`src/sv/pfpd_pkg.sv`:
```
// Shared types, codes and helper functions of the parity-framed prefix-code decoder.
package pfpd_pkg;

  localparam int PFPD_TRIE_NODES = 1024;
  localparam int MAX_CODE_LEN    = 16;

  localparam logic [1:0] KIND_LOAD  = 2'd0;
  localparam logic [1:0] KIND_HEX   = 2'd1;
  localparam logic [1:0] KIND_CLEAR = 2'd2;

  localparam logic [1:0] ERR_OK   = 2'd0;
  localparam logic [1:0] ERR_HEX  = 2'd1;
  localparam logic [1:0] ERR_PATH = 2'd2;
  localparam logic [1:0] ERR_FULL = 2'd3;

  typedef struct packed {
    logic [1:0]  kind;
    logic [15:0] code_bits;
    logic [4:0]  code_length;
    logic [7:0]  entry_symbol;
    logic [7:0]  hex_char;
  } cmd_t;

  typedef struct packed {
    logic [7:0] symbol;
    logic [1:0] error;
    logic       last;
  } res_t;

  typedef struct packed {
    logic       valid;
    logic [7:0] symbol;
    logic [1:0] error;
  } push_t;

  typedef struct packed {
    logic no_child;
    logic table_full;
  } step_flags_t;

  // Returns {1, value} for an ASCII hex digit of either case, and zero otherwise.
  function automatic logic [4:0] hex_nibble(input logic [7:0] c);
    logic [4:0] r;
    r = 5'd0;
    case (c) inside
      [8'h30:8'h39]: r = {1'b1, 4'(c - 8'h30)};
      [8'h41:8'h46]: r = {1'b1, 4'(c - 8'h37)};
      [8'h61:8'h66]: r = {1'b1, 4'(c - 8'h57)};
      default:       r = 5'd0;
    endcase
    return r;
  endfunction

endpackage

```
`src/sv/pfpd_step.sv`:
```
// Shared trie step unit: child selection, empty-link test, table-full test and link insertion.
module pfpd_step import pfpd_pkg::*; #(
  parameter int TRIE_NODES = PFPD_TRIE_NODES
) (
  input  logic [2*((TRIE_NODES > 1) ? $clog2(TRIE_NODES) : 1)+8:0] node_data,
  input  logic                                                   bit_in,
  input  logic [((TRIE_NODES > 1) ? $clog2(TRIE_NODES) : 1):0]     nodes_used,
  output logic [((TRIE_NODES > 1) ? $clog2(TRIE_NODES) : 1)-1:0]   child,
  output step_flags_t                                            flags,
  output logic [2*((TRIE_NODES > 1) ? $clog2(TRIE_NODES) : 1)+8:0] linked
);

  localparam int IW  = (TRIE_NODES > 1) ? $clog2(TRIE_NODES) : 1;
  localparam int EW  = 2 * IW + 9;
  localparam int NUW = IW + 1;

  logic [IW-1:0] lo;
  logic [IW-1:0] hi;
  logic [IW-1:0] fresh;

  assign lo    = node_data[IW-1:0];
  assign hi    = node_data[2*IW-1:IW];
  assign fresh = nodes_used[IW-1:0];
  assign child = bit_in ? hi : lo;

  assign flags.no_child   = (child == '0);
  assign flags.table_full = (nodes_used >= NUW'(TRIE_NODES));

  // The new node index goes into the link that the current bit selects.
  assign linked = bit_in ? {node_data[EW-1:2*IW], fresh, lo}
                         : {node_data[EW-1:IW], fresh};

endmodule

```
`config.mk`:
```
export PLATFORM = sky130hd
export DESIGN_NAME = pfpd_step
export DESIGN_NICKNAME = d
export VERILOG_FILES = /design/src/sv/pfpd_pkg.sv /design/src/sv/pfpd_step.sv
export SDC_FILE = /design/constraint.sdc
export NUM_CORES = 1
export LEC_CHECK = 0
export BUFFER_PORTS_ARGS = -buffer_cell sky130_fd_sc_hd__buf_2
export CORE_ASPECT_RATIO = 0.7
export CORE_MARGIN = 2
export CORE_UTILIZATION = 25
export DETAILED_ROUTE_END_ITERATION = 12
export PLACE_DENSITY = 0.85
export REMOVE_ABC_BUFFERS = 1
export SYNTH_ARGS = -nofsm -noshare
export SYNTH_HDL_FRONTEND = slang
export SYNTH_SLANG_ARGS = --single-unit
```
`constraint.sdc`:
```
create_clock -name vclk -period 3.6
set_input_delay 0.72 -clock vclk [all_inputs]
set_output_delay 0.72 -clock vclk [all_outputs]
set_load 0.03 [all_outputs]
```
==> impl_metrics.ini <==
[timing]
fmax_mhz = 369
period_needed_ns = 2.71
finalHoldViolCount = 0
post-route-period-util_pct = 75.2
worst_pin_slew_ns = 0.282
finalSetupViolations = 0
slew_headroom_pct = 81.1
maxSlewViolCount = 0
rsz0062_at_grt = no
setup_tns_ns = 0

[power]
cellLeakagePower_nw = 0.377
irDropWorstVdd_mv = 0.0886
p_sw_share_pct = 61.2
p_int_w = 0.0000551
power_frac_comb_pct = 100.0
p_per_area_nw_per_um2 = 190
power.switching_w = 0.0000871
power_frac_clock_pct = 0
p_seq_share_pct = 0

[placement]
gp_congestion = 0.629
dp.cells = 125
dpl.hpwl_mm = 1.46
port_buffers = 62

[final_layout]
nets = 146
finish.utilization_pct = 40.0
final_cells = 125
drive_above_1_share_pct = 91.3
n_antenna_cell = 0
area_growth_pct = 50.6
fillers = 193
design.seq.count = 0
regArea_sq_um = 0
nClkBuffers = 0
multi_input_area_sq_um = 403

[routing]
wl_per_cell_um = 13.6
ant_nets = 0
drtPass1Iterations = 2
drt-vias-per-instance = 4.74
post-route-drc-count = 0
dr_total_vias = 592
drt_iter0_drc = 2
totalWireLength_mm = 1.70

[worst_setup_path]
cp.required_ns = 2.88
critPathBufInv = 2
crit_top_cell = buf_2
critical_path.cell_chain = buf_2 > or4b_1 > o22a_1 > a21oi_2 > buf_2
critPathLaunchType = primary input
cp_top_family = simple AND/OR/NAND/NOR gates
cp_slowest_stage_delay_ns = 0.47
crit_slowest_cell = or4b_1
critPathCaptureType = output pin
path_max_fanout = 15
critPathKind = primary input to output pin
critPathArrivalTime_ns = 1.99

[logic_synthesis]
synth_area_sq_um = 497
syn_area_per_cell_sq_um = 9.20
yosysSeqAreaShare_pct = 0
synth_cell_types = 13
syn_inst = 54
yosysWarnings = 0

[clocking]
cts_hold_buf = 0
cts_resized = 0
postCtsSetupBuffers = 0

[die]
die_w_um = 57.3
ioPinCount = 82
core_area_sq_um = 1870
initial_core_util_pct = 26.6
die_height_um = 41.3
core.rowCount = 13
die_area_sq_um = 2370

[outcome]
status = completed

[global_route]
grt_max_degree = 21
grt-ovfl-total = 0
antenna_found_initial = 0
grt_usage_pct = 12.9
grt_pass1_wl_mm = 2.42
first_global_vias = 519

[worst_hold_path]
hp-class = primary input to output pin

[flow_run]
drv_cap = 0
-- cell families (layout without fill, tap and decap cells) --
group,after synthesis,in the layout,synth area share [%]
simple gates,8,8,9.57
mux,30,30,68.0
compound gates,2,2,3.53
buf+inv,14,63,18.9
-- stage by stage --
stage	hold slack, ns	power, W	instance area (sq um)	worst slack, ns
3_3_place_gp	1.44	0.000140	748	0.954
2_1_floorplan	1.44	0.0000893	403	1.15
4_1_cts	1.44	0.000143	748	0.876
6_report	1.44	0.000142	748	0.893
3_5_place_dp	1.44	0.000143	748	0.879
5_1_grt	1.44	0.000152	748	0.806
-- cells in the mapped netlist, drive strengths merged --
cell / number / share of area (%)
nand3: 1 / 1.0
nand2: 1 / 0.75
nor3: 1 / 1.0
clkbuf: 1 / 0.75
a21oi: 1 / 1.8
mux2: 30 / 68
or4b: 1 / 2.0
buf: 13 / 18
nor2: 1 / 0.75
or4: 1 / 1.5
o22a: 1 / 1.8
nor4: 2 / 2.5
-- final timing paths --
kind	startpoint	endpoint	slack, ns	cells past startpoint
worst max-delay path	bit_in	flags[1]	0.89	5
worst min-delay path	node_data[27]	linked[27]	1.44	0
-- layout by cell type, fill, tap and decap left out --
cell,count
mux2_2,30
or4b_1,1
o22a_1,1
or4_1,1
nor4_1,2
buf_4,1
nor2_1,1
nor3_1,1
nand3_1,1
buf_2,62
nand2_1,1
a21oi_2,1
-- final cells by class --
cell class	count	area share (%)
multi-input cells	40	53.8
well taps	22	3.68
repair buffers	63	42.5
-- power groups by stage --
stage	Combinational, W	Clock, W	Sequential, W
2_1_floorplan	0.0000893	0	0
5_1_grt	0.000152	0	0
3_3_place_gp	0.000140	0	0
6_report	0.000142	0	0
3_5_place_dp	0.000143	0	0
4_1_cts	0.000143	0	0
-- layer usage --
metal | part of all wire, % | track usage [%] | up-vias
met3 | 11 | 5.56 | 0
li1 | - | - | 293
met1 | 39 | 15.6 | 263
met5 | 0 | 0 | -
met2 | 50 | 23.3 | 36
met4 | 0 | 0.581 | 0
Power figures use the tool's default switching activity.
