--- src/sv/pfpd_pkg.sv ---
// Shared types, codes and helper functions of the parity-framed prefix-code decoder.
package pfpd_pkg;

  localparam int PFPD_TRIE_NODES = 1024;
  localparam int MAX_CODE_LEN    = 16;

  localparam logic [1:0] KIND_LOAD  = 2'd0;
  localparam logic [1:0] KIND_HEX   = 2'd1;
  localparam logic [1:0] KIND_CLEAR = 2'd2;

  localparam logic [1:0] ERR_OK   = 2'd0;
  localparam logic [1:0] ERR_HEX  = 2'd1;
  localparam logic [1:0] ERR_PATH = 2'd2;
  localparam logic [1:0] ERR_FULL = 2'd3;

  typedef struct packed {
    logic [1:0]  kind;
    logic [15:0] code_bits;
    logic [4:0]  code_length;
    logic [7:0]  entry_symbol;
    logic [7:0]  hex_char;
  } cmd_t;

  typedef struct packed {
    logic [7:0] symbol;
    logic [1:0] error;
    logic       last;
  } res_t;

  typedef struct packed {
    logic       valid;
    logic [7:0] symbol;
    logic [1:0] error;
  } push_t;

  typedef struct packed {
    logic no_child;
    logic table_full;
  } step_flags_t;

  // Returns {1, value} for an ASCII hex digit of either case, and zero otherwise.
  function automatic logic [4:0] hex_nibble(input logic [7:0] c);
    logic [4:0] r;
    r = 5'd0;
    case (c) inside
      [8'h30:8'h39]: r = {1'b1, 4'(c - 8'h30)};
      [8'h41:8'h46]: r = {1'b1, 4'(c - 8'h37)};
      [8'h61:8'h66]: r = {1'b1, 4'(c - 8'h57)};
      default:       r = 5'd0;
    endcase
    return r;
  endfunction

endpackage

--- src/sv/pfpd_outq.sv ---
// Result holding stage: keeps one result back so that the final one of an item carries last.
module pfpd_outq import pfpd_pkg::*; (
  input  logic  clk,
  input  logic  rst,
  input  push_t push,
  input  logic  finish,
  output logic  result_valid,
  output res_t  result
);

  logic       pend_valid;
  logic [7:0] pend_symbol;
  logic [1:0] pend_error;

  always_ff @(posedge clk) begin
    if (rst) begin
      pend_valid   <= 1'b0;
      result_valid <= 1'b0;
    end else begin
      result_valid <= 1'b0;
      if (push.valid) begin
        if (pend_valid) begin
          result_valid <= 1'b1;
          result       <= '{symbol: pend_symbol, error: pend_error, last: 1'b0};
        end
        pend_valid  <= 1'b1;
        pend_symbol <= push.symbol;
        pend_error  <= push.error;
      end else if (finish && pend_valid) begin
        result_valid <= 1'b1;
        result       <= '{symbol: pend_symbol, error: pend_error, last: 1'b1};
        pend_valid   <= 1'b0;
      end
    end
  end

endmodule

--- config.mk ---
export PLATFORM = sky130hd
export DESIGN_NAME = pfpd_outq
export DESIGN_NICKNAME = d
export VERILOG_FILES = /design/src/sv/pfpd_pkg.sv /design/src/sv/pfpd_outq.sv
export SDC_FILE = /design/constraint.sdc
export NUM_CORES = 1
export LEC_CHECK = 0
export BUFFER_PORTS_ARGS = -buffer_cell sky130_fd_sc_hd__buf_2
export CORE_MARGIN = 3
export CORE_UTILIZATION = 45
export CTS_BUF_LIST = sky130_fd_sc_hd__clkbuf_8
export DETAILED_ROUTE_END_ITERATION = 7
export PLACE_DENSITY = 0.76
export SLEW_MARGIN = 20
export SYNTH_ARGS = -nofsm -noshare
export SYNTH_HDL_FRONTEND = slang
export SYNTH_SLANG_ARGS = --single-unit
--- constraint.sdc ---
create_clock -name clk -period 2.09 [get_ports clk]
set_input_delay 0.418 -clock clk [delete_from_list [all_inputs] [get_ports clk]]
set_output_delay 0.418 -clock clk [all_outputs]
set_load 0.02 [all_outputs]
==> summary.txt, run 1 <==
STA
  – Clk_skew: 0.0008190 ns
  – Post-route clock period utilization: ~57%
  – Fin. Hold Viols: 0
  – Tmin final: 1.192 ns
  – Slew Limit Fails: 0
  – Setup violations, final: 0
  – Worst slew margin: between 80% and 90%
  – Worst hold slack: 0.3399 ns
  – RSZ-0062 raised after global routing: no
  – Slew @ Worst Pin: roughly 0.20 ns
  – Fmax: approximately 840 MHz
  – Total negative setup slack: 0 ns

Finish
  – Synth-to-layout area growth: 28.80%
  – Share of cells above drive strength 1: roughly 49%
  – Post-route cell area: approximately 910 um^2
  – Non-Filler Instances: 76
  – Area of the multi-input gates: 33.78 um^2
  – Fillers: 99
  – Nets@finish: 76
  – Ant diodes: 0
  – Register area: ~670 um^2

Synth
  – Leading post-synthesis cells by cell area: edfxtp_1 89%, dfxtp_1 5.7%, nor3b_1 2.1%
  – Synth Area in Adders: 0%
  – Post-synth top area share: between 80% and 90%
  – Largest family of logic cells by synthesized area: simple AND/OR/NAND/NOR gates
  – Count leader, synth: edfxtp_1
  – Fraction of registers with async set/reset: 0%
  – Unique masters post-synth: 7
  – Post-synthesis sequential area ratio: between 90 and 100%
  – Synth Cell Area: between 700 and 800 um^2
  – Post-Synth Simple-Gate Area: under 10%
  – Ys Warns: 0
  – Synthesized flop and latch total: 23
  – Synth area leader: edfxtp_1
  – Syn Area/Cell: 23.61 um^2
  – Commonest cells in the netlist: 21 x edfxtp_1, 2 x dfxtp_1, 2 x nor2_1, 2 x nor3b_1
  – Syn Nets: 44
  – Main synth FF type: edfxtp_1
  – Post-synth EDFFs: 21
  – Post-synthesis xor/xnor area fraction: 0%
  – Mux contribution to synthesized area: 0%
  – Compound-Gate Fraction of Synth Area: less than 1%
  – Cell count after synthesis: 30

Worst setup path
  – R2R Path Start: pend_valid
  – Flop2flop setup slack: around 1.0 ns
  – FF-to-FF End: result[6]
  – Crit path capture: result[1]
  – Crit path DAT: around 0.77 ns
  – Worst-path cell chain: buf_2
  – CP Buf/Inv Count: 1
  – WP data required: between 1.5 and 2 ns
  – Setup crit start kind: register
  – Critical path's slowest cell: edfxtp_1
  – Crit-path max cell delay: between 0.3 and 0.4 ns
  – Crit path capture type: output pin
  – R2R depth: 2
  – Number of cells on the critical path: 1
  – Largest delay contributor family on the critical path: flip-flops
  – Crit-path max FO: 1
  – Kind of critical path: register to output pin
  – CP startpoint: result[1]

Clocking
  – CTS Buf Count: 3
  – H-tree levels: 1
  – Worst-path clk slew: around 0.070 ns
  – Post_cts resized: 0
  – Clock sinks: 23
  – Worst-case clock buffer depth: 2
  – TritonCTS clock tree: done
  – CTS Root Cell: clkbuf_8
  – Hold-fix buffers, CTS: 0
  – Setup Buffers After CTS: 0
  – Clock latency on the worst-skew pair: 0.25 ns

GRT
  – Overflow after GRT: 0
  – Met2 Use GR: about 17%
  – GRT busiest layer: met2
  – Largest net degree at the start of global routing: 13
  – Vias in the first global route: 324
  – Initial antenna violation count: 0
  – Gr usage total: 10.56%
  – Grt met1 use: around an eighth
  – Met3 GRT Util: under 10%
  – First-pass GRT wire length: around 1400 um

Detailed routing
  – DRT iter0 DRCs: 2
  – Overall routed net length: between 800 and 900 um
  – DR WL/cell: roughly 12 um
  – Routed Antenna Nets: 0
  – Drt pass-1 iters: 2
  – DRC Markers: 0
  – Via density: around 4.6
  – Total via count in the routed design: 350

Power and ir drop
  – Switching fraction of total power: 17.71%
  – Flop pwr share: between 60% and 70%
  – Fraction of power consumed by the clock network: 30.0%
  – Internal power: 0.0006751 W
  – Worst vdd ir: ~680 uV
  – Combinational share of power: 5.1%
  – NetSw: 0.0001453 W
  – Pwr dens: 899.4 nW/um^2
  – Leak: about 0.36 nW

Floorplan
  – Initial Utilization: 51.22%
  – Area of the core: 1383 um^2
  – Die ar.: 2086 um^2
  – Top Ports: 26
  – Die W: 45.67 um
  – Site Rows: 13
  – Die Height: 45.67 um

Worst hold path
  – Tightest Hold Check Type: input port to register
  – Worst hold start: push[2]
  – Cells on Worst Hold Path: 1

Place
  – Placed standard-cell area: slightly below 900 um^2
  – RePlAce Congestion: about 0.66
  – PortBufs: 25
  – Placed cell count: 72

Status
  – Status: complete, no violations

Run
  – # Max-Cap Violations: 0
## cells in the final DEF, fill, tap and decap left out, drive strengths merged
cell type and instances:
buf 27, edfxtp 21, clkbuf 3, nor2 2
nor3b 2, inv 2, dfxtp 2, nand2b 1
a21oi 1
## power groups by stage
| stage | Combinational [W] | Clock (W) | Sequential, W |
|---|---|---|---|
| after floorplan | 0.00000899 | 0 | 0.000551 |
| after CTS | 0.0000422 | 0.000253 | 0.000533 |
| final | 0.0000418 | 0.000246 | 0.000533 |
| after detailed placement | 0.0000423 | 0 | 0.000543 |
| after global routing | 0.0000464 | 0.000274 | 0.000535 |
| after global placement | 0.0000408 | 0 | 0.000542 |
## stage by stage
| step | util (%) | setup WS, ns | power (W) |
|---|---|---|---|
| after floorplan | - | 0.3511 | 0.0005600 |
| after global placement | 62.71 | 0.8398 | 0.0005827 |
| after detailed placement | 62.71 | 0.7824 | 0.0005854 |
| after CTS | 65.97 | 0.8784 | 0.0008277 |
| after global routing | 65.97 | 0.8551 | 0.0008544 |
| final | 65.97 | 0.8981 | 0.0008204 |
## state kept, by name, indices dropped and copies added, names as in the netlist
register	flops
result	11
pend_symbol	8
pend_error	2
pend_valid	1
result_valid	1
## worst min-delay path by stage
stage | end | slack, ns
after global routing | pend_symbol[5] | 0.33
after detailed placement | result[5] | 0.41
final | pend_symbol[0] | 0.34
after CTS | pend_symbol[5] | 0.34
after floorplan | result[10] | 0.40
after global placement | result[3] | 0.40
## kinds of logic after synthesis
| logic type | after synthesis |
|---|---|
| DFF | 23 |
| and+or+nand+nor | 5 |
| AOI/OAI and AO/OA | 1 |
| buffers and inverters | 1 |
## layout make-up
class | instances | share of cell area, %
Clock buffer | 3 | 4.527
Inverter | 1 | 0.4115
Tap cell | 15 | 2.058
Timing Repair Buffer | 27 | 15.36
Sequential cell | 23 | 73.53
Clock inverter | 1 | 0.4115
Multi-Input combinational cell | 6 | 3.704
## per-layer routing
metal | up-vias | share of wire [%]
met5 | - | 0
met4 | 0 | 0
met3 | 0 | 11
met2 | 20 | 46
met1 | 155 | 43
li1 | 175 | -
Power figures use the tool's default switching activity.
==> run 2, diff against run 1 <==
==> constraint.sdc (replaced) <==
create_clock -name clk -period 1.19 [get_ports clk]
set_input_delay 0.238 -clock clk [delete_from_list [all_inputs] [get_ports clk]]
set_output_delay 0.238 -clock clk [all_outputs]
set_load 0.02 [all_outputs]
==> summary.txt, run 2 (same netlist as run 1, synthesis figures left out) <==
Worst setup path
  – Crit path capture type: output pin
  – Crit-path max cell delay: 0.38 ns (+0.02 ns)
  – Crit-path max FO: 1 (unchanged)
  – R2R Path Start: pend_valid
  – Largest delay contributor family on the critical path: flip-flops
  – Critical path's slowest cell: edfxtp_1
  – WP data required: 0.95 ns (-0.72 ns)
  – Kind of critical path: register to output pin
  – Worst-path cell chain: buf_2
  – CP startpoint: result[4]
  – CP Buf/Inv Count: 1 (unchanged)
  – Crit path DAT: 0.79 ns (+0.02 ns)
  – Setup crit start kind: register

Detailed routing
  – DRT iter0 DRCs: 4 (+2)
  – DR WL/cell: 13.13 um (+11%)
  – DRC Markers: 0 (unchanged)
  – Total via count in the routed design: 358 (+2.3%)
  – Drt pass-1 iters: 4 (+2)
  – Overall routed net length: 998 um (+11%)
  – Routed Antenna Nets: 0 (unchanged)
  – Via density: 4.711 (+2.3%)

Clocking
  – Clock sinks: 23 (unchanged)
  – Post_cts resized: 0 (unchanged)
  – Worst-case clock buffer depth: 2 (unchanged)
  – CTS Buf Count: 3 (unchanged)
  – Worst-path clk slew: 0.07 ns (about the same)
  – Clock latency on the worst-skew pair: 0.25 ns (about the same)
  – CTS Root Cell: clkbuf_8
  – TritonCTS clock tree: done
  – Setup Buffers After CTS: 0 (unchanged)
  – Hold-fix buffers, CTS: 0 (unchanged)
  – H-tree levels: 1 (unchanged)

Finish
  – Ant diodes: 0 (unchanged)
  – Largest register FFs: 11 (unchanged)
  – Nets@finish: 76 (unchanged)
  – Fillers: 90 (-9.1%)
  – Most common cell after layout, fill and taps aside: buf_2
  – Synth-to-layout area growth: 32.16%
  – Share of cells above drive strength 1: 50.82% (+1.6 points)
  – Most frequent cells in the layout: 25 x buf_2, 21 x edfxtp_1, 3 x clkbuf_8
  – Biggest regs: result: 11 flops, pend_symbol: 8 flops, pend_error: 2 flops
  – Non-Filler Instances: 76 (unchanged)
  – Top reg by flops: result

Floorplan
  – Area of the core: 1383 um^2 (unchanged)
  – Top Ports: 26 (unchanged)
  – Initial Utilization: 51.22% (unchanged)
  – Site Rows: 13 (unchanged)
  – Die W: 45.67 um (unchanged)
  – Die Height: 45.67 um (unchanged)
  – Die ar.: 2086 um^2 (unchanged)

GRT
  – Overflow after GRT: 0 (unchanged)
  – Largest net degree at the start of global routing: 13 (unchanged)
  – Initial antenna violation count: 0 (unchanged)
  – Gr usage total: 10.41% (-0.15 points)
  – Vias in the first global route: 328 (+1.2%)
  – First-pass GRT wire length: 1455 um (+0.90%)

STA
  – Post-route clock period utilization: 86.78%
  – Slew @ Worst Pin: 0.2473 ns (+0.04620 ns)
  – Tmin final: about 1.0 ns
  – Clk_skew: 0.003602 ns (+0.002782 ns)
  – Setup violations, final: 0 (unchanged)
  – RSZ-0062 raised after global routing: no
  – Fin. Hold Viols: 0 (unchanged)
  – Slew Limit Fails: 0 (unchanged)
  – Total negative setup slack: 0 ns (unchanged)
  – Fmax: ~970 MHz
  – Worst slew margin: 83.45% (-3.1 points)

Place
  – Placed cell count: 72 (unchanged)
  – PortBufs: 25 (unchanged)
  – Dpl hpwl: 767.5 um
  – RePlAce Congestion: 0.6431 (-2.3%)

Status
  – Status: complete, no violations

Run
  – # Max-Cap Violations: 0 (unchanged)

Worst hold path
  – Worst hold start: push[4]
  – Tightest Hold Check Type: input port to register

Power and ir drop
  – Pwr dens: 1556 nW/um^2 (+73%)
  – Worst vdd ir: 870.2 uV (+29%)
  – Leak: 0.3702 nW (+1.9%)
## run 2: cell counts in the layout (fill, tap and decap cells not counted)
Identical to the previous run, type by type.
## run 2: routing by layer
| layer | vias to the layer above | share of wire [%] | global-route usage (%) |
|---|---|---|---|
| met2 | 16 | 50 | 16.99 |
| met1 | 167 | 43 | 12.60 |
| met4 | 0 | 0 | 3.509 |
| met3 | 0 | 7.0 | 3.953 |
| met5 | - | 0 | 0 |
| li1 | 175 | - | - |
## run 2: cell type report
type / count / area (um^2) / area share, %
multi-input cells: 6 / 45.04 / 4.813
clock buffers: 3 / 41.29 / 4.412
clock inverters: 1 / 3.754 / 0.4011
inverters: 1 / 3.754 / 0.4011
well taps: 15 / 18.77 / 2.005
repair buffers: 27 / 152.6 / 16.31
flip-flops and latches: 23 / 670.6 / 71.66
## run 2: worst paths after layout
check	depth (start not counted)	end	slack, ns
setup / recovery	1	result[4]	0.16
hold / removal	1	pend_symbol[2]	0.16
setup reg to reg	2	result[4]	0.17
hold reg to reg	0	result[5]	0.43
## run 2: per-stage QoR
stage	cell area [um^2]	setup slack, ns	hold slack (ns)	total power [W]	util [%]
after CTS	935.9	0.1369	0.1544	0.001466	67.69
after detailed placement	890.9	0.1254	0.4102	0.001038	64.43
final	935.9	0.1573	0.1572	0.001457	67.69
after global placement	890.9	0.1454	0.4055	0.001032	64.43
after global routing	935.9	0.1258	0.1457	0.001522	67.69
after floorplan	719.4	0.06899	0.3071	0.0009867	-
## run 2: where the power goes
group          internal [W]  switching [W]
logic             0.0000367      0.0000452
registers          0.000926      0.0000103
clock network      0.000229       0.000210
total               0.00119       0.000265
