<file path="config.mk">
export PLATFORM = sky130hd
export DESIGN_NAME = pfpd_ram
export DESIGN_NICKNAME = d
export VERILOG_FILES = /design/src/sv/pfpd_ram.sv
export SDC_FILE = /design/constraint.sdc
export NUM_CORES = 1
export LEC_CHECK = 0
export ABC_CLOCK_PERIOD_IN_PS = 3490
export BUFFER_PORTS_ARGS = -buffer_cell sky130_fd_sc_hd__buf_2
export CORE_ASPECT_RATIO = 1.5
export CORE_MARGIN = 2
export CORE_UTILIZATION = 65
export DETAILED_ROUTE_END_ITERATION = 8
export PLACE_DENSITY = 0.84
export SLEW_MARGIN = 20
export SYNTH_ARGS = -nofsm -noshare
export SYNTH_HDL_FRONTEND = slang
export SYNTH_SLANG_ARGS = --single-unit
</file>
<file path="constraint.sdc">
create_clock -name clk -period 3.49 [get_ports clk]
set_input_delay 0.349 -clock clk [delete_from_list [all_inputs] [get_ports clk]]
set_output_delay 0.349 -clock clk [all_outputs]
set_load 0.01 [all_outputs]
</file>
<file path="src/sv/pfpd_ram.sv">
// Generic single-port-write, single-port-read RAM with a registered read.
module pfpd_ram #(
  parameter int WIDTH = 8,
  parameter int DEPTH = 16
) (
  input  logic                                      clk,
  input  logic                                      we,
  input  logic [((DEPTH > 1) ? $clog2(DEPTH) : 1)-1:0] waddr,
  input  logic [WIDTH-1:0]                          wdata,
  input  logic [((DEPTH > 1) ? $clog2(DEPTH) : 1)-1:0] raddr,
  output logic [WIDTH-1:0]                          rdata
);

  logic [WIDTH-1:0] mem [DEPTH];

  always_ff @(posedge clk) begin
    if (we) begin
      mem[waddr] <= wdata;
    end
    rdata <= mem[raddr];
  end

endmodule

</file>
==> out/results.tsv, run 1 <==
stage	metric	value	unit
placed_design	RD Place Congestion	0.754	
yosys	most frequent cells after synthesis	edfxtp_1 (128), mux4_2 (18), a22oi_1 (16)	
floorplanning	core area	7660	um2
critical_path	critical path class	input port to flop	
clock_network	CTS root buf	clkbuf_16	
clock_network	PostCTS Resize Cnt	0	
clock_network	CTS tree	done	
sta	clock skew	0.0199	ns
global_route	pin count of the biggest net entering global routing	33	
yosys	post-synth net total	247	
layout	Register Area	4000	um2
run_status	outcome	finished, final reports clean	
critical_path	Req. time, crit path	3.77	ns
routing	Final ANT Viol Nets	0	
layout	n_diodes	0	
layout	Syn-to-layout area delta	15.5	%
layout	multi-input logic area	1060	um2
placed_design	Placed Instance Area	5350	um2
critical_path	worst-path fanout max	21	
sta	Final Hold Viols	0	
yosys	syn_area_per_cell	22.5	um2
global_route	number of global-route vias before repair	2584	
clock_network	Setup Fix Bufs, Post-CTS	0	
placed_design	Post-DP HPWL	5800	um
global_route	first-pass GRT wire length	15000	um
clock_network	clk buf depth	2	
power	Leakage	2.00	nW
sta	Worst slew margin	0.330	
floorplanning	Site Rows	39	
yosys	Top FF cell, synth	edfxtp_1	
yosys	Synth Register Bits	136	
sta	fin crit share	0.524	
power	PwrDens	633	nW/um2
sta	hold slack	0.315	ns
sta	Max Slew Vio Count	0	
critical_path	WP data arrival	2.11	ns
global_route	initial antenna violation count	0	
power	VDD IR max	0.000511	V
routing	vias post-DR	2492	
critical_path	cell family with most CP delay	buffers and inverters	
clock_network	clk sinks	136	
yosys	number of flops mapped to enable cells by yosys	128	
critical_path	worst path cell trace	buf_2 -> buf_4 -> mux4_1 -> a22oi_1 -> nand2_1	
sta	Least-Margin Pin Slew	1.00	ns
yosys	post-synth top area cell	edfxtp_1	
routing	WL per Instance	26.1	um
layout	layout cells sized above 1	0.281	
worst_hold_path	hold crit path type	input port to flop	
clock_network	clk_lat worst skew	0.42	ns
sta	fin crit period	1.83	ns
sta	final setup TNS	0	ns
routing	# DRC	0	
clock_network	Clock transition at path regs	0.06	ns
yosys	synth unique cells	19	
yosys	Yosys top cell area share	0.747	
layout	fin area	5940	um2
critical_path	Crit-path slowest cell	mux4_1	
global_route	GR Util met3	0.0710	
placed_design	PortBufs	25	
floorplanning	# IOs	26	
flow_run	max cap viols	0	
layout	fillers	406	
clock_network	Num CTS Buffers	17	
yosys	post-synthesis sequential area ratio	0.778	
global_route	GR Overflow Total	0	
global_route	layer with the highest usage	met2	
floorplanning	Initial Util	0.672	
sta	RSZ-0062 raised after global routing	false	
global_route	GR Util met1	0.310	
critical_path	CP startpoint kind	input port	
routing	First-pass DRT Iterations	5	
yosys	Area contributors post-synth	edfxtp_1 (75%), mux4_2 (7.9%), mux4_1 (7.1%), dfxtp_1 (3.1%), a22oi_1 (2.3%)	
critical_path	CP Capture Type	flop	
routing	starting DRC count in detailed routing	264	
yosys	synthesized area	5150	um2
routing	drt total wl	9980	um
global_route	GRT Util Overall	0.250	
routing	via/cell ratio	6.51	
sta	Final setup violation count	0	
critical_path	Critical Path Max Stage Delay	0.60	ns
yosys	Yosys warnings	0	
layout	final net count	286	
critical_path	WP buf/inv	2	
yosys	Async S/R FF share, synth	0	
floorplanning	die area	8660	um2
yosys	top-count cell post-synth	edfxtp_1	
floorplanning	Die Y	113	um
sta	Peak Freq	547	MHz
clock_network	Hold Buf Count CTS	0	
floorplanning	die width	76.7	um
clock_network	H-tree depth	4	
global_route	met2 usage	0.415	
yosys	synthesized instance count	229	
==> final timing paths <==
check | startpoint | end | slack, ns | cells past startpoint
worst min-delay path | wdata[1] | mem[14][1] | 0.31 | 1
worst max-delay path | raddr[0] | rdata[4] | 1.66 | 5
worst min register to register | mem[8][5] | rdata[5] | 0.68 | 3
worst max register to register | mem[0][1] | rdata[1] | 2.11 | 3
==> registers in the layout, indices dropped and copies added, names as in the netlist <==
name   count
mem      128
rdata      8
==> per-stage QoR <==
step                total power, W  worst slack (ns)  utilization  std cells
detailed placement         0.00203              1.15        0.699        351
floorplan                  0.00197              1.65            -        229
global route               0.00386              1.54        0.776        383
finish                     0.00376              1.66        0.776        383
CTS                        0.00379              1.53        0.775        383
global placement           0.00203              1.27        0.699        351
==> where the power goes <==
part	internal [W]	switching, W
Clock	0.00111	0.000647
Combinational	0.0000672	0.0000984
Sequential	0.00183	0.0000105
Total	0.00301	0.000756
==> metal layers <==
layer  part of all wire  wire (um)
met1               0.36       3630
met5                  0          0
met3              0.074        742
met2               0.53       5330
met4              0.028        276
==> cells by family after synthesis <==
kind of cell	count (synthesis)	synth area share
AO/OA/AOI/OAI	16	0.0233
buffers and inverters	10	0.0168
flip-flops	136	0.778
multiplexers	32	0.150
AND/OR/NAND/NOR	35	0.0318
==> layout make-up <==
type                            instances  area share
Timing Repair Buffer                   30      0.0274
Clock buffer                           18      0.0722
Multi-Input combinational cell         83       0.179
Clock inverter                         14      0.0265
Sequential cell                       136       0.674
Tap cell                              102      0.0215
==> layout by cell type, fill, tap and decap left out <==
cell type	Yosys	final
bufinv_16	0	3
buf_4	1	5
a22oi_1	16	16
nor2b_1	1	1
clkinv_1	0	2
nand2_1	9	9
nor3_1	4	3
clkinvlp_4	0	3
and2b_1	1	1
dfxtp_1	8	8
nor3_2	0	1
clkinv_4	0	2
and2_1	1	1
nand3_1	1	1
clkbuf_16	0	17
clkbuf_1	0	1
nand2b_1	2	2
mux4_1	14	14
or3b_2	1	1
edfxtp_1	128	128
clkinv_2	0	4
buf_2	3	25
mux4_2	18	18
nand3b_1	2	2
nor2_1	13	13
Note: power is estimated with default switching activity, not from simulation.
==> run 2: changes to the inputs <==
--- a/config.mk
+++ b/config.mk
@@ -5,13 +5,14 @@
 export SDC_FILE = /design/constraint.sdc
 export NUM_CORES = 1
 export LEC_CHECK = 0
-export ABC_CLOCK_PERIOD_IN_PS = 3490
+export ABC_AREA = 1
+export ABC_CLOCK_PERIOD_IN_PS = 1900
 export BUFFER_PORTS_ARGS = -buffer_cell sky130_fd_sc_hd__buf_2
 export CORE_ASPECT_RATIO = 1.5
 export CORE_MARGIN = 2
-export CORE_UTILIZATION = 65
+export CORE_UTILIZATION = 61
 export DETAILED_ROUTE_END_ITERATION = 8
-export PLACE_DENSITY = 0.84
+export PLACE_DENSITY = 0.79
 export SLEW_MARGIN = 20
 export SYNTH_ARGS = -nofsm -noshare
 export SYNTH_HDL_FRONTEND = slang
==> constraint.sdc (replaced) <==
create_clock -name clk -period 1.9 [get_ports clk]
set_input_delay 0.19 -clock clk [delete_from_list [all_inputs] [get_ports clk]]
set_output_delay 0.19 -clock clk [all_outputs]
set_load 0.01 [all_outputs]
==> run 2 against run 1 <==
Flip-flop and latch count is the same. Sequential share of layout area shrank 6.6 points. First-iteration DRC count grew 110%. Clock power grew 88%. Die area grew 18%. Wire length grew 30%. Cell count grew 86%. Clock skew shrank 0.014 ns. Utilization shrank 5.9 points. Largest power group unchanged.
==> out/results.tsv, run 2 <==
stage	metric	value	unit
routing	First-pass DRT Iterations	5	
placed_design	PortBufs	25	
sta	RSZ-0062 raised after global routing	false	
yosys	synth unique cells	12	
placed_design	RD Place Congestion	0.882	
global_route	layer with the highest usage	met2	
critical_path	reg-to-reg endpoint	rdata[2]	
yosys	syn_area_per_cell	10.5	um2
floorplanning	core area	9200	um2
placed_design	Post-DP HPWL	7670	um
critical_path	CP most frequent cell	nand3_1	
floorplanning	Site Rows	43	
power	Internal	0.00564	W
critical_path	CP Capture Type	flop	
power	Leakage	2.89	nW
yosys	Area contributors post-synth	edfxtp_1 (67%), nand2_1 (11%), nand3_1 (8.4%), inv_1 (6.5%), dfxtp_1 (2.8%)	
clock_network	PostCTS Resize Cnt	0	
clock_network	clk buf depth	2	
clock_network	Clock transition at path regs	0.06	ns
critical_path	WP data arrival	1.40	ns
yosys	post-synth top area cell	edfxtp_1	
layout	commonest non-fill, non-tap cell in the layout	nand2_1	
run_status	outcome	finished, final reports clean	
layout	layout cells sized above 1	0.115	
critical_path	Critical Path Max Stage Delay	0.36	ns
sta	clock skew	0.00593	ns
clock_network	clk_lat worst skew	0.41	ns
global_route	GR Overflow Total	0	
yosys	Async S/R FF share, synth	0	
worst_hold_path	Hold Startpoint	raddr[3]	
layout	number of flip-flops in the largest register	128	
flow_run	max cap viols	0	
power	Switching Share	0.205	
critical_path	R2R setup slack	0.78	ns
critical_path	Crit-path slowest cell	edfxtp_1	
global_route	GR Util met1	0.297	
clock_network	clk sinks	136	
power	register share of total power	0.476	
global_route	GRT Util Overall	0.266	
routing	WL per Instance	18.2	um
worst_hold_path	Hold Crit Depth	3	
yosys	synthesized instance count	551	
power	P_sw	0.00146	W
clock_network	Hold Buf Count CTS	0	
global_route	number of global-route vias before repair	3865	
layout	Syn-to-layout area delta	14.3	%
critical_path	worst path cell trace	inv_1 -> nand2_1 -> nand3_1 -> nand3_1 -> nand3_1 -> nand2_1	
global_route	met2 usage	0.480	
clock_network	Setup Fix Bufs, Post-CTS	0	
sta	fin crit period	1.12	ns
global_route	pin count of the biggest net entering global routing	41	
clock_network	CTS tree	done	
clock_network	CTS root buf	clkbuf_16	
floorplanning	# IOs	26	
yosys	synthesized area	5770	um2
yosys	most frequent cells after synthesis	nand2_1 (173), edfxtp_1 (128), inv_1 (100)	
sta	Max Slew Vio Count	0	
layout	n_diodes	0	
yosys	post-synth net total	569	
critical_path	CP startpoint kind	flop	
routing	starting DRC count in detailed routing	542	
floorplanning	die width	83.4	um
yosys	top-count cell post-synth	nand2_1	
yosys	Top FF cell, synth	edfxtp_1	
layout	commonest cells after routing, fill and taps aside	nand2_1 (173), edfxtp_1 (128), inv_1 (100), nand3_1 (97), buf_2 (25)	
sta	Final Hold Viols	0	
critical_path	Worst R2R Start	mem[5][2]	
routing	vias post-DR	3944	
floorplanning	Die Y	123	um
critical_path	Req. time, crit path	2.18	ns
layout	biggest regs	mem: 128 flops, rdata: 8 flops	
sta	final setup TNS	0	ns
power	Clk pwr share	0.466	
global_route	initial antenna violation count	0	
yosys	number of flops mapped to enable cells by yosys	128	
yosys	post-synthesis sequential area ratio	0.694	
critical_path	critical path class	flop to flop	
sta	Worst slew margin	0.519	
power	VDD IR max	0.000752	V
yosys	Synth Register Bits	136	
sta	Peak Freq	893	MHz
global_route	GR Util met3	0.0714	
power	PwrDens	1080	nW/um2
clock_network	H-tree depth	4	
yosys	Yosys top cell area share	0.667	
layout	final net count	607	
power	logic gate share of total power	0.058	
critical_path	worst-path fanout max	1	
routing	Final ANT Viol Nets	0	
power	total power	0.00709	W
global_route	first-pass GRT wire length	20000	um
sta	fin crit share	0.589	
floorplanning	Initial Util	0.627	
layout	Reg with most FFs	mem	
sta	Least-Margin Pin Slew	0.719	ns
routing	drt total wl	13000	um
sta	Final setup violation count	0	
routing	# DRC	0	
yosys	Yosys warnings	0	
floorplanning	die area	10300	um2
critical_path	reg2reg path depth	6	
routing	via/cell ratio	5.52	
clock_network	Num CTS Buffers	17	
worst_hold_path	hold crit path type	input port to flop	
worst_hold_path	worst hold endpoint	rdata[7]	
[run 2: cell types whose count changed in the layout (fill, tap and decap cells not counted), moves of 13 or more]
cell     previous run  this run
a22oi_1            16         0
buf_4               5        18
inv_1               0       100
mux4_1             14         0
mux4_2             18         0
nand2_1             9       173
nand3_1             1        97
[run 2: metrics by stage]
step	cells	hold WS, ns	instance area [um2]	util	setup slack (ns)
floorplan	551	0.289	5770	-	0.759
global placement	682	0.551	6000	0.652	0.515
detailed placement	682	0.547	6000	0.652	0.426
CTS	714	0.113	6590	0.717	0.792
global route	714	0.127	6590	0.717	0.743
finish	714	0.130	6590	0.717	0.781
[run 2: worst max-delay path by stage]
stage                    from          to  slack (ns)  depth (start not counted)
floorplan            waddr[2]  mem[10][0]        0.76                          2
global placement     waddr[3]   mem[6][6]        0.52                          3
detailed placement   waddr[3]   mem[6][1]        0.43                          3
CTS                  rdata[3]    rdata[3]        0.79                          1
global route        mem[4][2]    rdata[2]        0.74                          6
finish              mem[5][2]    rdata[2]        0.78                          6
[run 2: routing by layer]
metal | share of wire | vias up | wire length [um]
li1 | - | 1849 | -
met1 | 0.36 | 1858 | 4700
met2 | 0.53 | 200 | 6870
met3 | 0.072 | 37 | 939
met4 | 0.035 | 0 | 457
met5 | 0 | - | 0
[run 2: kinds of logic after synthesis]
family / count (synthesis) / synth area share
buffers and inverters: 126 / 0.0952
flip-flops: 136 / 0.694
AND/OR/NAND/NOR: 289 / 0.210
[run 2: cell type report]
| cell class | instances | area (um2) |
|---|---|---|
| Sequential cell | 136 | 4000 |
| Fill cell | 602 | 2610 |
| Multi-Input combinational cell | 289 | 1210 |
| Clock buffer | 20 | 437 |
| Inverter | 102 | 383 |
| Timing Repair Buffer | 43 | 260 |
| Clock inverter | 12 | 156 |
| Tap cell | 112 | 140 |
[run 2: power by group through the flow]
stage	Combinational (W)	Clock (W)	Sequential (W)
2_1_floorplan	0.000237	0	0.00344
3_3_place_gp	0.000384	0	0.00343
3_5_place_dp	0.000399	0	0.00343
4_1_cts	0.000406	0.00332	0.00337
5_1_grt	0.000451	0.00344	0.00338
6_report	0.000410	0.00331	0.00337
[run 2: worst max-delay path: cells and delay by family (launching register included)]
| family | cells | cell delay [ns] |
|---|---|---|
| and+or+nand+nor | 5 | 0.58 |
| DFF | 1 | 0.36 |
| buffers and inverters | 1 | 0.06 |
==> run 3: changes to the inputs <==
--- a/config.mk
+++ b/config.mk
@@ -6,7 +6,7 @@
 export NUM_CORES = 1
 export LEC_CHECK = 0
 export ABC_AREA = 1
-export ABC_CLOCK_PERIOD_IN_PS = 1900
+export ABC_CLOCK_PERIOD_IN_PS = 1160
 export BUFFER_PORTS_ARGS = -buffer_cell sky130_fd_sc_hd__buf_2
 export CORE_ASPECT_RATIO = 1.5
 export CORE_MARGIN = 2
==> constraint.sdc (replaced) <==
create_clock -name clk -period 1.16 [get_ports clk]
set_input_delay 0.116 -clock clk [delete_from_list [all_inputs] [get_ports clk]]
set_output_delay 0.116 -clock clk [all_outputs]
set_load 0.01 [all_outputs]
==> run 3 against run 2 <==
Clock skew grew 0.0019 ns. Total power grew 55%. Setup slack worse by 0.69 ns. Critical path type unchanged. Highest routed layer unchanged.
==> out/results.tsv, run 3 (same netlist as run 2, synthesis figures left out) <==
stage	metric	value	unit
global_route	initial antenna violation count	0	
clock_network	CTS tree	done	
power	Leakage	2.93	nW
layout	commonest non-fill, non-tap cell in the layout	nand2_1	
critical_path	Crit-path slowest cell	edfxtp_1	
floorplanning	die width	83.4	um
clock_network	Num CTS Buffers	17	
sta	Worst slew margin	0.749	
layout	biggest regs	mem: 128 flops, rdata: 8 flops	
floorplanning	core area	9200	um2
routing	starting DRC count in detailed routing	366	
critical_path	worst-path fanout max	1	
worst_hold_path	Hold Startpoint	raddr[3]	
global_route	pin count of the biggest net entering global routing	65	
sta	clock skew	0.00780	ns
critical_path	reg2reg path depth	6	
layout	Register Area	4000	um2
floorplanning	Initial Util	0.627	
floorplanning	die area	10300	um2
critical_path	Worst R2R Start	mem[6][1]	
floorplanning	# IOs	26	
global_route	GR Overflow Total	0	
clock_network	CTS root buf	clkbuf_16	
layout	Syn-to-layout area delta	15.4	%
sta	Final setup violation count	0	
layout	fillers	609	
critical_path	CP Capture Type	flop	
critical_path	WP data arrival	1.38	ns
sta	Worst Slack Setup Final	0.0910	ns
sta	Peak Freq	935	MHz
clock_network	clk_lat worst skew	0.41	ns
layout	number of flip-flops in the largest register	128	
critical_path	CP startpoint kind	flop	
layout	final net count	613	
floorplanning	Site Rows	43	
routing	vias post-DR	3922	
routing	WL per Instance	18.1	um
critical_path	worst path cell trace	inv_1 -> nand2_1 -> nand3_1 -> nand3_2 -> nand3_1 -> nand2_1	
sta	fin crit share	0.922	
sta	Least-Margin Pin Slew	0.377	ns
global_route	number of global-route vias before repair	3876	
placed_design	Post-DP HPWL	7870	um
placed_design	RD Place Congestion	0.812	
run_status	outcome	finished, final reports clean	
worst_hold_path	Hold Crit Depth	3	
layout	commonest cells after routing, fill and taps aside	nand2_1 (173), edfxtp_1 (128), inv_1 (100), nand3_1 (96), buf_2 (25)	
routing	# DRC	0	
global_route	GRT Util Overall	0.267	
clock_network	clk sinks	136	
clock_network	Setup Fix Bufs, Post-CTS	0	
routing	First-pass DRT Iterations	5	
layout	multi-input logic area	1220	um2
layout	n_diodes	0	
layout	Reg with most FFs	mem	
critical_path	Critical Path Max Stage Delay	0.37	ns
critical_path	reg-to-reg endpoint	rdata[1]	
critical_path	R2R setup slack	0.09	ns
global_route	first-pass GRT wire length	19700	um
placed_design	PortBufs	25	
critical_path	critical path class	flop to flop	
clock_network	H-tree depth	4	
worst_hold_path	worst hold endpoint	rdata[1]	
layout	layout cells sized above 1	0.132	
worst_hold_path	hold crit path type	input port to flop	
floorplanning	Die Y	123	um
critical_path	Req. time, crit path	1.47	ns
layout	Core Util, Final	0.724	
sta	RSZ-0062 raised after global routing	false	
sta	Max Slew Vio Count	0	
clock_network	clk buf depth	2	
clock_network	Clock transition at path regs	0.05	ns
routing	Final ANT Viol Nets	0	
placed_design	Post-Place Setup Slack	-0.104	ns
power	VDD IR max	0.00123	V
routing	drt total wl	13000	um
routing	via/cell ratio	5.45	
sta	Final Hold Viols	0	
sta	fin crit period	1.07	ns
power	PwrDens	1650	nW/um2
flow_run	max cap viols	0	
## run 3: cell count changes in the layout (fill, tap and decap cells not counted)
cell,delta
clkinv_2,+3
bufinv_16,-4
clkinvlp_4,+1
clkbuf_1,+1
clkbuf_8,+3
clkinv_1,-5
nand3_1,-1
clkinv_4,+1
buf_12,+6
nand3_2,+1
## run 3: report_power, final
group          internal (W)  leakage, nW  switching (W)
Clock               0.00288        0.260        0.00184
Sequential          0.00550         1.22      0.0000351
Combinational      0.000227         1.45       0.000497
Total               0.00860         2.93        0.00237
## run 3: per-layer routing
metal	wire length [um]	vias up	global-route usage
met2	6980	150	0.482
met5	0	-	0
li1	-	1858	-
met1	4720	1877	0.283
met3	735	37	0.0721
met4	600	0	0.152
## run 3: critical path: cells and delay by family, from the launching register on
family | cells | cell delay [ns]
simple gates | 5 | 0.53
flops | 1 | 0.37
buf+inv | 1 | 0.07
## run 3: repair_timing
action                                  4_1_cts  5_1_grt
endpoints found under the setup margin        0        1
hold buffers                                  0        0
gates resized for setup                       0        1
endpoints found under the hold margin         0        0
## run 3: through the flow
stage	hold slack, ns	power (W)	std cells	TNS, ns	instance area, um2
finish	0.0825	0.0110	720	0	6660
CTS	0.0722	0.0110	720	0	6650
global placement	0.498	0.00631	688	-0.0475	6120
detailed placement	0.509	0.00634	688	-0.143	6120
floorplan	0.215	0.00603	551	0	5770
global route	0.0842	0.0113	720	0	6660
## run 3: final cells by class
type                       count  share of cell area
clock buffer                  24              0.0724
tap                          112              0.0211
sequential                   136               0.602
inverter                     102              0.0575
multi-input combinational    289               0.183
clock inverter                 8             0.00733
timing repair buffer          49              0.0571
## run 3: worst max-delay path by stage
stage	depth (start not counted)	start	slack, ns	to
2_1_floorplan	2	waddr[3]	0.09	mem[4][0]
3_3_place_gp	7	raddr[0]	-0.04	rdata[1]
3_5_place_dp	7	raddr[0]	-0.10	rdata[1]
4_1_cts	6	mem[7][1]	0.04	rdata[1]
5_1_grt	6	mem[6][1]	0.03	rdata[1]
6_report	6	mem[6][1]	0.09	rdata[1]
